**src/rtl/epn_sqrt.sv**
```systemverilog
module epn_sqrt (
  input  logic        clk_i,
  input  logic        rst_ni,
  input  logic        start_i,
  input  logic [63:0] radicand_i,
  output logic        done_o,
  output logic [31:0] root_o
);

  // Digit-by-digit root, two radicand bits per cycle.
  logic [63:0] rad_q;
  logic [31:0] rem_q;
  logic [31:0] root_q;
  logic [4:0]  cnt_q;
  logic        run_q;
  logic [33:0] shifted;
  logic [33:0] cand;
  logic [33:0] diff;
  logic        ge;

  assign shifted = {rem_q, rad_q[63:62]};
  assign cand    = {root_q, 2'b01};
  assign diff    = shifted - cand;
  assign ge      = (shifted >= cand);

  always_ff @(posedge clk_i or negedge rst_ni) begin
    if (!rst_ni) begin
      run_q <= 1'b0;
      cnt_q <= '0;
    end else if (start_i) begin
      run_q <= 1'b1;
      cnt_q <= '0;
    end else if (run_q) begin
      cnt_q <= cnt_q + 5'd1;
      run_q <= (cnt_q != 5'd31);
    end
  end

  always_ff @(posedge clk_i) begin
    if (start_i) begin
      rad_q  <= radicand_i;
      rem_q  <= '0;
      root_q <= '0;
    end else if (run_q) begin
      rad_q  <= {rad_q[61:0], 2'b00};
      rem_q  <= ge ? diff[31:0] : shifted[31:0];
      root_q <= {root_q[30:0], ge};
    end
  end

  assign done_o = run_q && (cnt_q == 5'd31);
  assign root_o = {root_q[30:0], ge};

endmodule

```
**config.mk**
```make
export PLATFORM = sky130hd
export DESIGN_NAME = epn_sqrt
export DESIGN_NICKNAME = d
export VERILOG_FILES = /design/src/rtl/epn_sqrt.sv
export SDC_FILE = /design/constraint.sdc
export NUM_CORES = 1
export LEC_CHECK = 0
export BUFFER_PORTS_ARGS = -buffer_cell sky130_fd_sc_hd__buf_4
export CAP_MARGIN = 10
export CORE_MARGIN = 10
export CORE_UTILIZATION = 25
export CTS_CLUSTER_SIZE = 24
export DETAILED_ROUTE_END_ITERATION = 7
export PLACE_DENSITY_LB_ADDON = 0.15
export SYNTH_ARGS = -nofsm -noshare
export SYNTH_HDL_FRONTEND = slang
export SYNTH_SLANG_ARGS = --single-unit
```
**constraint.sdc**
```tcl
create_clock -name clk_i -period 3.9 [get_ports clk_i]
set_input_delay 0.195 -clock clk_i [delete_from_list [all_inputs] [get_ports clk_i]]
set_output_delay 0.195 -clock clk_i [all_outputs]
set_load 0.02 [all_outputs]
```
* Word level (Yosys, flattened, before mapping)
Cells that the tools add are included.
** Cells by class
- Add/sub/neg operators :: 2
- Order comparisons :: 1
- Eq/ne operators :: 2
- Mux-type cells :: 7
- Reductions and logical operators :: 2
** Operators with widths (number)
- 64-bit 2-to-1 mux :: 2
- 34-bit >= comparator :: 1
- 32-bit 2-to-1 mux :: 1
- 32-bit subtractor :: 1
- 5-bit 2-to-1 mux :: 2
- 5-bit by 1-bit adder with 5-bit output, second input constant :: 1
- 5-bit == test, second input constant :: 1
- 5-bit inequality test, second input constant :: 1
- 1-bit 2-to-1 mux :: 2
- 2-bit nonzero test :: 1
- 1-bit logical AND :: 1
** Word-level totals
- Flip-flop bits (word level) :: 134

* Depth between registers and ports, before layout
- Word-level depth :: 3
- Depth in mapped cells :: 15
- Mapped depth without buffers :: 12

* Least setup slack after synthesis
OpenSTA, ideal clock, no wires.
- Kind :: register -> register
- Start point :: register root_q[13]
- End point :: register rem_q[25]
- Library setup time :: 134 ps
- Arrival time :: 2855 ps
- Required time :: 3766 ps
- Path slack :: 911 ps
- Cell stages (with the launch flop) :: 15
- Buffers on the path :: 2
- Period minus slack after synthesis :: 2989 ps
- Cell sequence :: dfxtp_1 inv_1 ha_1 buf_4 a21oi_2 o21ai_1 or4_1 a211o_1 a2111oi_2 or2_1 buf_4 inv_2 mux2_1 mux2i_1 a211oi_1
** Between the ends
- Cells in the longest elaborated chain, start to end :: 2
- Elaborated cells on any way between the ends :: 3
** RTL lines
- from (decl) :: RTL line 13 : logic [31:0] root_q;
- from (signal assigned) :: RTL line 47 : root_q <= {root_q[30:0], ge};
- 32-bit subtractor or 34-bit >= comparator (tied branches) :: RTL line 23, 24
- 32-bit 2-to-1 mux (*) :: RTL line 46 : rem_q <= ge ? diff[31:0] : shifted[31:0];
- to (signal assigned) :: RTL line 46
- to (decl) :: RTL line 12 : logic [31:0] rem_q;
Every way passes the cells marked *; elsewhere a longest branch is shown, timed or not.
A chain may end at the register's enable or synchronous reset.

* Final worst setup path
- Start point :: register root_q[15]
- End point :: output root_o[0]
** Between the ends
- Cells in the longest elaborated chain, start to end :: 1
** RTL lines
- 34-bit >= comparator :: RTL line 24 : assign ge = (shifted >= cand);
- to (decl) :: RTL line 7 : output logic [31:0] root_o
Every way passes these cells.

==> qor.yml <==
clockBufferDepth: 2
coreArea_sq_mm: 0.0296
row_count: 63
start_util_pct: 25.4
antenna_cells: 0
htreeDepth: 4
drive_gt1_share_pct: 25.4
rsz0062_at_grt: "false"
worstPathArrival_ns: 3.40
path_max_fanout: 24
fin_ws_ns: 0.307
clk_pin_slew_ns: 0.07
synth.distinct_cells: 59
maxSlewViolCount: 0
vdd_ir_drop_max_mv: 0.384
nets: 909
dominantRegCellSynth: "edfxtp_1"
port_buffers: 99
critical_path.max_stage_delay_ns: 0.52
status: "completed"
cellPowerDensity_mw_per_mm2: 702
wire_per_inst_microns: 15.8
io_pins: 100
root_buffer: "clkbuf_16"
yosysSeqAreaShare_pct: 44.6
finalCriticalPeriod_ns: 3.59
syn_inst: 748
dp_cells: 1176
grtUsageMet3_pct: 4.86
fin_worst_skew_ns: 0.0120
drc: 0
firstDrtPassIters: 4
crit_required_ns: 3.70
drtIter0Drc: 258
via_per_inst: 4.49
grt_max_degree: 67
fin_cells: 1208
synthesis.nets: 851
fin_tns_setup_ns: 0
top_usage_layer: "met2"
vias: 5424
grt_usage_pct: 10.2
hpwl_mm: 13.3
antenna_found_initial: 0
relSlewSlack_pct: 46.9
globalplace.congestion: 0.780
ant_nets: 0
grt_pass1_vias: 5671
routed_wl_mm: 19.1
fp.dieW_microns: 193
clock-sinks: 134
synth_area_sq_mm: 0.00751
synth-seq-cells: 134
cts_buffers: 17
crit_chain: "inv_1 > ha_1 > a21oi_2 > o21ai_1 > or4_1 > a211o_1 > a2111oi_2 > or2_1 > inv_4 > buf_4 > buf_4"
finalInstanceArea_sq_mm: 0.00905
grtUsageMet1_pct: 12.9
pre_cts_slack_ns: 0.454
syn_area_per_cell_sq_um: 10.0
die_height_microns: 193
area.growth.synth_to_final_pct: 20.4
worst_pin_slew_ns: 0.797
finish.utilization_pct: 30.5
period_share_pct: 92.1
critPathKind: "flip-flop to output port"
max_freq_mhz: 278
overflow: 0
crit_slowest_cell: "or4_1"
ys_warn_count: 0
hold_class: "input port to flip-flop"
use_met2_pct: 15.2
cpMostUsedCell: "buf_4"
die_area_sq_mm: 0.0374
leakage_uw: 0.00389
cp-end-kind: "output port"
cts_tree: "built"
insertion_delay_ns: 0.43
place_area_sq_mm: 0.00843
async_flop_share_pct: 4.48
setup_viol: 0
synth-edff-count: 64
worstSetupStartpointType: "flip-flop"
hold_viol: 0
grt_first_pass_wirelength_mm: 31.6
drv_cap: 0
[placed cells by master (no fill, tap or decap), drive strengths merged, types with 2 or more instances in the layout]
master    instances
a2111o            2
a2111oi           2
a211oi            6
a21o             19
a21oi            34
a311oi           22
a31oi             5
a41oi             3
and2              8
and3              4
buf             109
bufinv            3
clkbuf           17
clkinv            3
clkinvlp          4
dfrtp             6
dfxtp            64
edfxtp           64
ha               36
inv              47
mux2             63
mux2i            36
nand2            69
nand2b            6
nand3            11
nand3b            3
nand4             4
nor2             76
nor2b             6
nor3             11
o211ai            7
o21a              4
o21ai            14
o21bai            6
or2               2
or3               4
xnor2            13
xor2             10
[final cells by class]
class | instances | area, sq um
clock buffer | 17 | 425
clock inverter | 14 | 176
fill | 3176 | 20600
inverter | 43 | 164
multi-input combinational | 500 | 3590
sequential | 134 | 3360
tap | 390 | 488
timing repair buffer | 110 | 841
[critical path, delay by kind of cell (launching register included)]
| family | cells | cell delay [ns] |
|---|---|---|
| AOI/OAI and AO/OA | 4 | 0.90 |
| and+or+nand+nor | 2 | 0.72 |
| buffers and inverters | 4 | 0.58 |
| DFF | 1 | 0.38 |
| adders and majority gates | 1 | 0.38 |
[Yosys cell counts, types with 2 or more instances]
master    instances  share of area, %
a2111o_1          2              0.30
a211oi_1          5              0.50
a21o_1           19               1.9
a21oi_1          32               2.1
a21oi_2           2              0.23
a311oi_1         22               2.6
a31oi_1           5              0.42
a41oi_1           3              0.35
and2_1            7              0.58
and3_1            4              0.33
buf_1             5              0.25
buf_2             3              0.20
buf_4            36               3.6
clkbuf_1         27               1.3
dfrtp_1           6               2.0
dfxtp_1          64                17
edfxtp_1         64                26
ha_1             36               6.0
inv_1            42               2.1
mux2_2           62               9.3
mux2i_1          36               4.8
nand2_1          69               3.4
nand2b_1          6              0.50
nand3_1          11              0.73
nand3b_1          3              0.30
nand4_1           4              0.33
nor2_1           76               3.8
nor2b_1           6              0.50
nor3_1           11              0.73
o211ai_1          7              0.70
o21a_1            4              0.40
o21ai_0          13              0.87
o21bai_1          6              0.60
or3_1             4              0.33
xnor2_1          13               1.5
xor2_1           10               1.2
[cells by family after synthesis]
kind of cell / after synthesis / share of synthesized area, %
adder cells (fa/ha/maj): 36 / 5.99
XOR/XNOR: 23 / 2.68
multiplexers: 99 / 14.2
AO/OA/AOI/OAI: 135 / 12.8
flip-flops: 134 / 44.6
buffers and inverters: 114 / 7.54
AND/OR/NAND/NOR: 207 / 12.1
[metrics by stage]
step / total power [uW] / hold WS, ns
global route: 6860 / 0.0348
detailed placement: 4690 / 0.0112
finish: 6350 / 0.0482
CTS: 6440 / 0.0257
global placement: 4720 / 0.0102
floorplan: 4020 / -0.101
[where the power goes]
| part | internal, uW | leakage [uW] | switching, uW |
|---|---|---|---|
| clock network | 1010 | 0.000280 | 690 |
| logic | 1210 | 0.00233 | 1650 |
| registers | 1680 | 0.00128 | 113 |
[per-layer routing]
layer	vias to the layer above	wire [microns]
met5	-	0
met4	0	142
met3	10	1530
met2	96	8330
met1	2568	9100
li1	2750	-
[sequential cells by signal, indices dropped and copies added (netlist names)]
signal and count:
run_q 1, rem_q 32, rad_q 64, cnt_q 5
root_q 32
[final timing paths]
| path | startpoint | to | slack, ns | cells past startpoint |
|---|---|---|---|---|
| hold reg to reg | rem_q[3]$_SDFFE_PP0P_ | rem_q[5]$_SDFFE_PP0P_ | 0.50 | 2 |
| max in group asynchronous | rst_ni | run_q$_DFF_PN0_ | 3.66 | 2 |
| min in group asynchronous | rst_ni | cnt_q[4]$_DFFE_PN0P_ | 0.11 | 2 |
| hold / removal | radicand_i[1] | rad_q[1]$_SDFFCE_PN0P_ | 0.05 | 2 |
| setup / recovery | root_q[15]$_SDFFE_PP0P_ | root_o[0] | 0.31 | 11 |
| setup reg to reg | root_q[15]$_SDFFE_PP0P_ | rem_q[19]$_SDFFE_PP0P_ | 0.54 | 11 |
[what timing repair did]
action / in CTS / in global routing
endpoints found under the setup margin: 0 / 1
setup buffers: 0 / 0
hold endpoints to repair: 6 / 0
resized for setup: 0 / 2
hold buffers: 1 / 0
(Power assumes the default switching activity.)
