==> src/rtl/epn_div.sv <==
module epn_div (
  input  logic        clk_i,
  input  logic        rst_ni,
  input  logic        start_i,
  input  logic [63:0] dividend_i,
  input  logic [31:0] divisor_i,
  output logic        done_o,
  output logic [63:0] quot_o
);

  logic [63:0] quo_q;
  logic [32:0] rem_q;
  logic [31:0] dvs_q;
  logic [6:0]  cnt_q;
  logic        run_q;
  logic [32:0] sh;
  logic        ge;

  assign sh = {rem_q[31:0], quo_q[63]};
  assign ge = sh >= {1'b0, dvs_q};

  always_ff @(posedge clk_i or negedge rst_ni) begin
    if (!rst_ni) begin
      run_q <= 1'b0;
      cnt_q <= '0;
    end else if (start_i) begin
      run_q <= 1'b1;
      cnt_q <= '0;
    end else if (run_q) begin
      cnt_q <= cnt_q + 7'd1;
      run_q <= (cnt_q != 7'd63);
    end
  end

  always_ff @(posedge clk_i) begin
    if (start_i) begin
      quo_q <= dividend_i;
      rem_q <= '0;
      dvs_q <= divisor_i;
    end else if (run_q) begin
      rem_q <= ge ? sh - {1'b0, dvs_q} : sh;
      quo_q <= {quo_q[62:0], ge};
    end
  end

  assign done_o = run_q && (cnt_q == 7'd63);
  assign quot_o = {quo_q[62:0], ge};

endmodule

==> config.mk <==
export PLATFORM = sky130hd
export DESIGN_NAME = epn_div
export DESIGN_NICKNAME = d
export VERILOG_FILES = /design/src/rtl/epn_div.sv
export SDC_FILE = /design/constraint.sdc
export NUM_CORES = 1
export LEC_CHECK = 0
export BUFFER_PORTS_ARGS = -buffer_cell sky130_fd_sc_hd__buf_2
export CAP_MARGIN = 25
export CORE_MARGIN = 2
export CORE_UTILIZATION = 56
export CTS_BUF_LIST = sky130_fd_sc_hd__clkbuf_16
export DETAILED_ROUTE_END_ITERATION = 8
export PLACE_DENSITY_LB_ADDON = 0.05
export SYNTH_ARGS = -nofsm -noshare
export SYNTH_HDL_FRONTEND = slang
export SYNTH_SLANG_ARGS = --single-unit
==> constraint.sdc <==
create_clock -name clk_i -period 3.4 [get_ports clk_i]
set_input_delay 0.17 -clock clk_i [delete_from_list [all_inputs] [get_ports clk_i]]
set_output_delay 0.17 -clock clk_i [all_outputs]
set_load 0.05 [all_outputs]
======== Word level (Yosys, flattened, before mapping) ========
Cells that the tools add are included.
word-level totals
  bits in registers ....................... 136
  input port bits ......................... 99
  output and inout port bits .............. 65
  logic and storage cells ................. 19
cells by class
  add/subtract/negate cells ............... 2
  $lt $le $gt $ge ......................... 1
  equal/unequal tests ..................... 2
  muxes and demuxes ....................... 7
  reductions and logical operators ........ 2
operators with widths
  operator                                                          count
  64-bit 2-to-1 mux                                                 2
  33-bit by 32-bit greater-or-equal comparator with 1-bit output    1
  32-bit 2-to-1 mux                                                 1
  32-bit subtractor                                                 1
  7-bit 2-to-1 mux                                                  2
  7-bit by 1-bit adder with 7-bit output (second input constant)    1
  7-bit by 6-bit == test with 1-bit output (second input constant)  1
  7-bit by 6-bit != test with 1-bit output (second input constant)  1
  1-bit 2-to-1 mux                                                  2
  2-bit nonzero test                                                1
  1-bit logical AND                                                 1

======== Longest topological paths before layout ========
  depth after elaboration ................. 3
  depth in mapped cells ................... 13
  gate-level depth less buffers ........... 11

======== Worst setup path before layout ========
No wires, ideal clock.
  kind .................................... flip-flop to flip-flop
  from .................................... reg dvs_q[1]
  to ...................................... reg quo_q[0] (data pin)
  library setup time ...................... 0.260 ns
  arrival time ............................ 2.465 ns
  data required time ...................... 3.140 ns
  setup slack ............................. 0.676 ns
  stages on the path, launching flop included .. 12
  buffers on the path ..................... 1
  period minus slack after synthesis ...... 2.724 ns
  cell sequence ........................... edfxtp_1 -> inv_1 -> ha_1 -> nor2b_1 -> o31ai_4 -> a2111oi_4 -> o31a_1 -> o211a_4 -> nor2_8 -> inv_4 -> buf_6 -> mux2_2
on the way
  word-level cells in the longest chain between the ends .. 3
RTL lines
  item                                                            RTL line  text
  start: declaration                                              13        logic [31:0] dvs_q;
  start signal: assignment                                        39        dvs_q <= divisor_i;
  33-bit by 32-bit greater-or-equal comparator with 1-bit output  20        assign ge = sh >= {1'b0, dvs_q};
  named net ge                                                    17        logic ge;
  64-bit 2-to-1 mux                                               40        end else if (run_q) begin
  64-bit 2-to-1 mux                                               36        if (start_i) begin
  end signal: assignment                                          37        quo_q <= dividend_i;
  end signal: assignment                                          42        quo_q <= {quo_q[62:0], ge};
  end: declaration                                                11        logic [63:0] quo_q;
The timed path passes the listed nets, and every way through them passes these cells. The select of a mux whose other input is x is not followed.
A chain may end at the register's enable or synchronous reset.

======== Worst setup path in the final report ========
  from .................................... reg dvs_q[11]
  to ...................................... out quot_o[0]
on the way
  word-level cells in the longest chain between the ends .. 1
RTL lines
  item                                                            RTL line  text
  33-bit by 32-bit greater-or-equal comparator with 1-bit output  20
  end: declaration                                                8         output logic [63:0] quot_o
Every way passes these cells.

==> reports/metrics.yaml <==
floorplanning:
  ios: 164
  std_cell_rows: 43
  die_x_um: 124
  die-height_um: 124
  core_area_um2: 14000
  start_util: 0.576
  die_area_um2: 15400
critical_path:
  worst_setup_path_start_kind: "flop"
  crit_path_start: "dvs_q[11]"
  ff2ff_path_depth: 11
  critPathCapture: "quot_o[0]"
  reg2reg_to: "rem_q[30]"
  arrival_ns: 3.03
  worstSetupPathType: "reg2out"
  r2r_slack_ns: 0.34
  cp-end-kind: "output port"
  crit_fanout: 35
  reg2reg_from: "quo_q[63]"
  required_ns: 3.23
placed_design:
  dpl_worst_slack_ns: 0.0937
  hpwlAfterDp_um: 11900
  port_buffers: 163
  gp_congestion: 0.912
job:
  cap_violations: 0
grt:
  antenna_found_initial: 0
  grt_max_degree: 65
  grt_pass1_wl_um: 26900
  grt-ovfl-total: 0
  grt_use_total: 0.223
  grt_pass1_vias: 5742
yosys:
  synthArstFlopShare: 0.0588
  yosysUniqueCellTypes: 73
  synth-compound-area-share: 0.145
  synth_area_per_cell_um2: 10.7
  yosys.area_share.simple: 0.117
  synth_xor_area_frac: 0.0259
  syn_area_um2: 8060
  netlist_instances: 755
  synth_top_family_by_area: "compound AO/OA/AOI/OAI gates"
  synth_enable_flop_cells: 96
  syn_nets: 888
  ys_seq_area_frac: 0.462
  synthMuxAreaShare: 0.0933
  synth_fa_ha_area_frac: 0.0537
  synthFlopType: "edfxtp_1"
  ys_ff_latch: 136
  ys_warn_count: 0
clock_network:
  tritoncts: "done"
  htree_levels: 4
  path_clk_slew_ns: 0.06
  cts_buffer_depth: 2
  cts-root-buf: "clkbuf_16"
  cts_buffers: 17
  insertion_delay_ns: 0.43
  clock-sinks: 136
pwr:
  p_leak_nw: 4.09
  ir_drop_uv: 387
  swShare: 0.380
  p_comb_frac: 0.401
  intPower_mw: 4.27
  power_density_nw_per_um2: 727
  p_switching_mw: 2.62
  seqPwrFrac: 0.326
  pwr-share-clk: 0.272
route:
  avgViaCountPerCell: 5.50
  drc_errors: 0
  vias: 5923
  first_pass_iters: 5
  wl_per_cell_um: 15.7
  first_iter_violations: 400
  ant_nets: 0
  wl_um: 16900
min_path:
  hold_class: "in2reg"
sta:
  fmax_ghz: 0.313
  rsz0062_at_grt: "no"
  setup_ws_ns: 0.202
  setup_viol: 0
  worst_slew_pin_slew_ns: 0.952
  hold_slack_ns: 0.0400
  slew_headroom: 0.362
  period_needed_ns: 3.20
  hold_viol_final: 0
  period_share: 0.940
  finalClockSkew_ns: 0.00853
  maxSlewViolCount: 0
  tns_ns: 0
run_status:
  status: "complete, no violations"
final_layout:
  area_delta_synth_final_pct: 17.5
  diodes: 0
  final_util: 0.677
  layout-drive-gt1-share: 0.321
  num-nets-final: 1016
==> routing by layer <==
metal,routed length (µm),track usage,vias to the layer above,part of all wire
met1,7500,0.293,2807,0.44
li1,-,-,2949,-
met3,811,0.0440,21,0.048
met4,289,0.0801,0,0.017
met2,8320,0.368,146,0.49
met5,0,0,-,0
==> placed cells by master, fill, tap and decap left out, drive strengths merged, types with 3 or more instances in the layout <==
cell type / count
clkbuf: 18
dlygate4sd3: 33
nand2: 74
dfrtp: 8
o31ai: 4
or2: 3
o2111ai: 3
nand2b: 9
clkinv: 9
nand3: 16
edfxtp: 96
inv: 50
nor4: 3
mux2: 65
o211ai: 8
dfxtp: 32
or3: 6
nor2: 51
a211oi: 6
o21bai: 3
bufinv: 3
a2bb2oi: 3
o21ai: 25
a21oi: 35
and3: 5
ha: 33
xnor2: 14
buf: 170
and2: 3
a21o: 13
nor2b: 4
nor3: 10
xor2: 9
a311oi: 25
o21a: 7
nand4: 11
==> stage by stage <==
| stage | power (mW) | instance area [µm²] | instances |
|---|---|---|---|
| global placement | 4.89 | 8510 | 1008 |
| global route | 7.31 | 9480 | 1076 |
| CTS | 6.90 | 9460 | 1074 |
| finish | 6.89 | 9480 | 1076 |
| detailed placement | 4.93 | 8510 | 1008 |
| floorplan | 4.56 | 8060 | 755 |
==> cell type report <==
cell class / count / area [µm²]
Clock buffer: 17 / 425
Clock inverter: 15 / 175
Fill cell: 1114 / 4510
Inverter: 48 / 188
Multi-Input combinational cell: 476 / 3530
Sequential cell: 136 / 3720
Tap cell: 180 / 225
Timing Repair Buffer: 204 / 1210
==> worst max-delay path, stage by stage (launching register included) <==
cell and delay, ns:
edfxtp_1 0.33, inv_1 0.04, ha_1 0.43, nand4_1 0.21, or2_1 0.30, a2111oi_4 0.18
o31a_1 0.25, o211a_4 0.27, nor2_8 0.08, inv_8 0.22, clkbuf_4 0.28
==> cells in the mapped netlist (3+ instances only) <==
cell type	number	area [µm²]
o21ai_0	23	115
nand3_1	15	75.1
dfxtp_1	32	641
inv_1	46	173
ha_1	33	413
edfxtp_1	96	2880
xor2_1	9	78.8
nand2_1	73	274
a21o_1	13	97.6
nand4_1	11	68.8
nor2_1	49	184
a311oi_1	24	210
buf_6	5	56.3
o21a_1	7	52.6
o211ai_1	8	60.1
nand2b_1	9	56.3
and2_1	3	18.8
mux2_2	64	721
or3_1	6	37.5
dfrtp_1	8	200
clkbuf_1	20	75.1
nor3_1	10	50.1
nor2b_1	4	25.0
a2bb2oi_1	3	26.3
clkbuf_2	3	15.0
o2111ai_1	3	26.3
and3_1	5	31.3
buf_2	4	20.0
buf_4	64	480
a21oi_1	33	165
xnor2_1	13	114
a211oi_1	5	37.5
==> flip-flops by register name (all words and copies together), names as in the netlist <==
register and flops:
cnt_q 7, dvs_q 32, rem_q 32, quo_q 64
run_q 1
==> power groups by stage <==
stage | Sequential (mW) | Clock, mW | Combinational (mW)
global route | 2.29 | 1.97 | 3.05
floorplan | 2.23 | 0 | 2.33
CTS | 2.25 | 1.91 | 2.74
global placement | 2.27 | 0 | 2.62
finish | 2.25 | 1.88 | 2.77
detailed placement | 2.28 | 0 | 2.65
==> kinds of logic after synthesis <==
group                    after synthesis
AND/OR/NAND/NOR                      198
buffers and inverters                144
XOR/XNOR                              23
adder cells (fa/ha/maj)               34
multiplexers                          67
AO/OA/AOI/OAI                        153
flip-flops                           136
==> timing repair <==
action / 4_1_cts / 5_1_grt
setup endpoints to repair: 1 / 1
gates cloned: 1 / 0
endpoints found under the hold margin: 40 / 0
resized for setup: 2 / 2
hold buffers: 33 / 0
setup buffers: 0 / 2
pin swaps: 1 / 1
==> how the worst min path moves through the flow <==
| stage | cells past startpoint | endpoint | from |
|---|---|---|---|
| 2_1_floorplan | 0 | cnt_q[0] | rst_ni |
| 3_3_place_gp | 1 | cnt_q[1] | rst_ni |
| 3_5_place_dp | 1 | cnt_q[1] | rst_ni |
| 4_1_cts | 2 | quo_q[5] | dividend_i[5] |
| 5_1_grt | 2 | quo_q[6] | dividend_i[6] |
| 6_report | 2 | quo_q[47] | dividend_i[47] |
No activity file was read; power rests on OpenSTA's default activity.
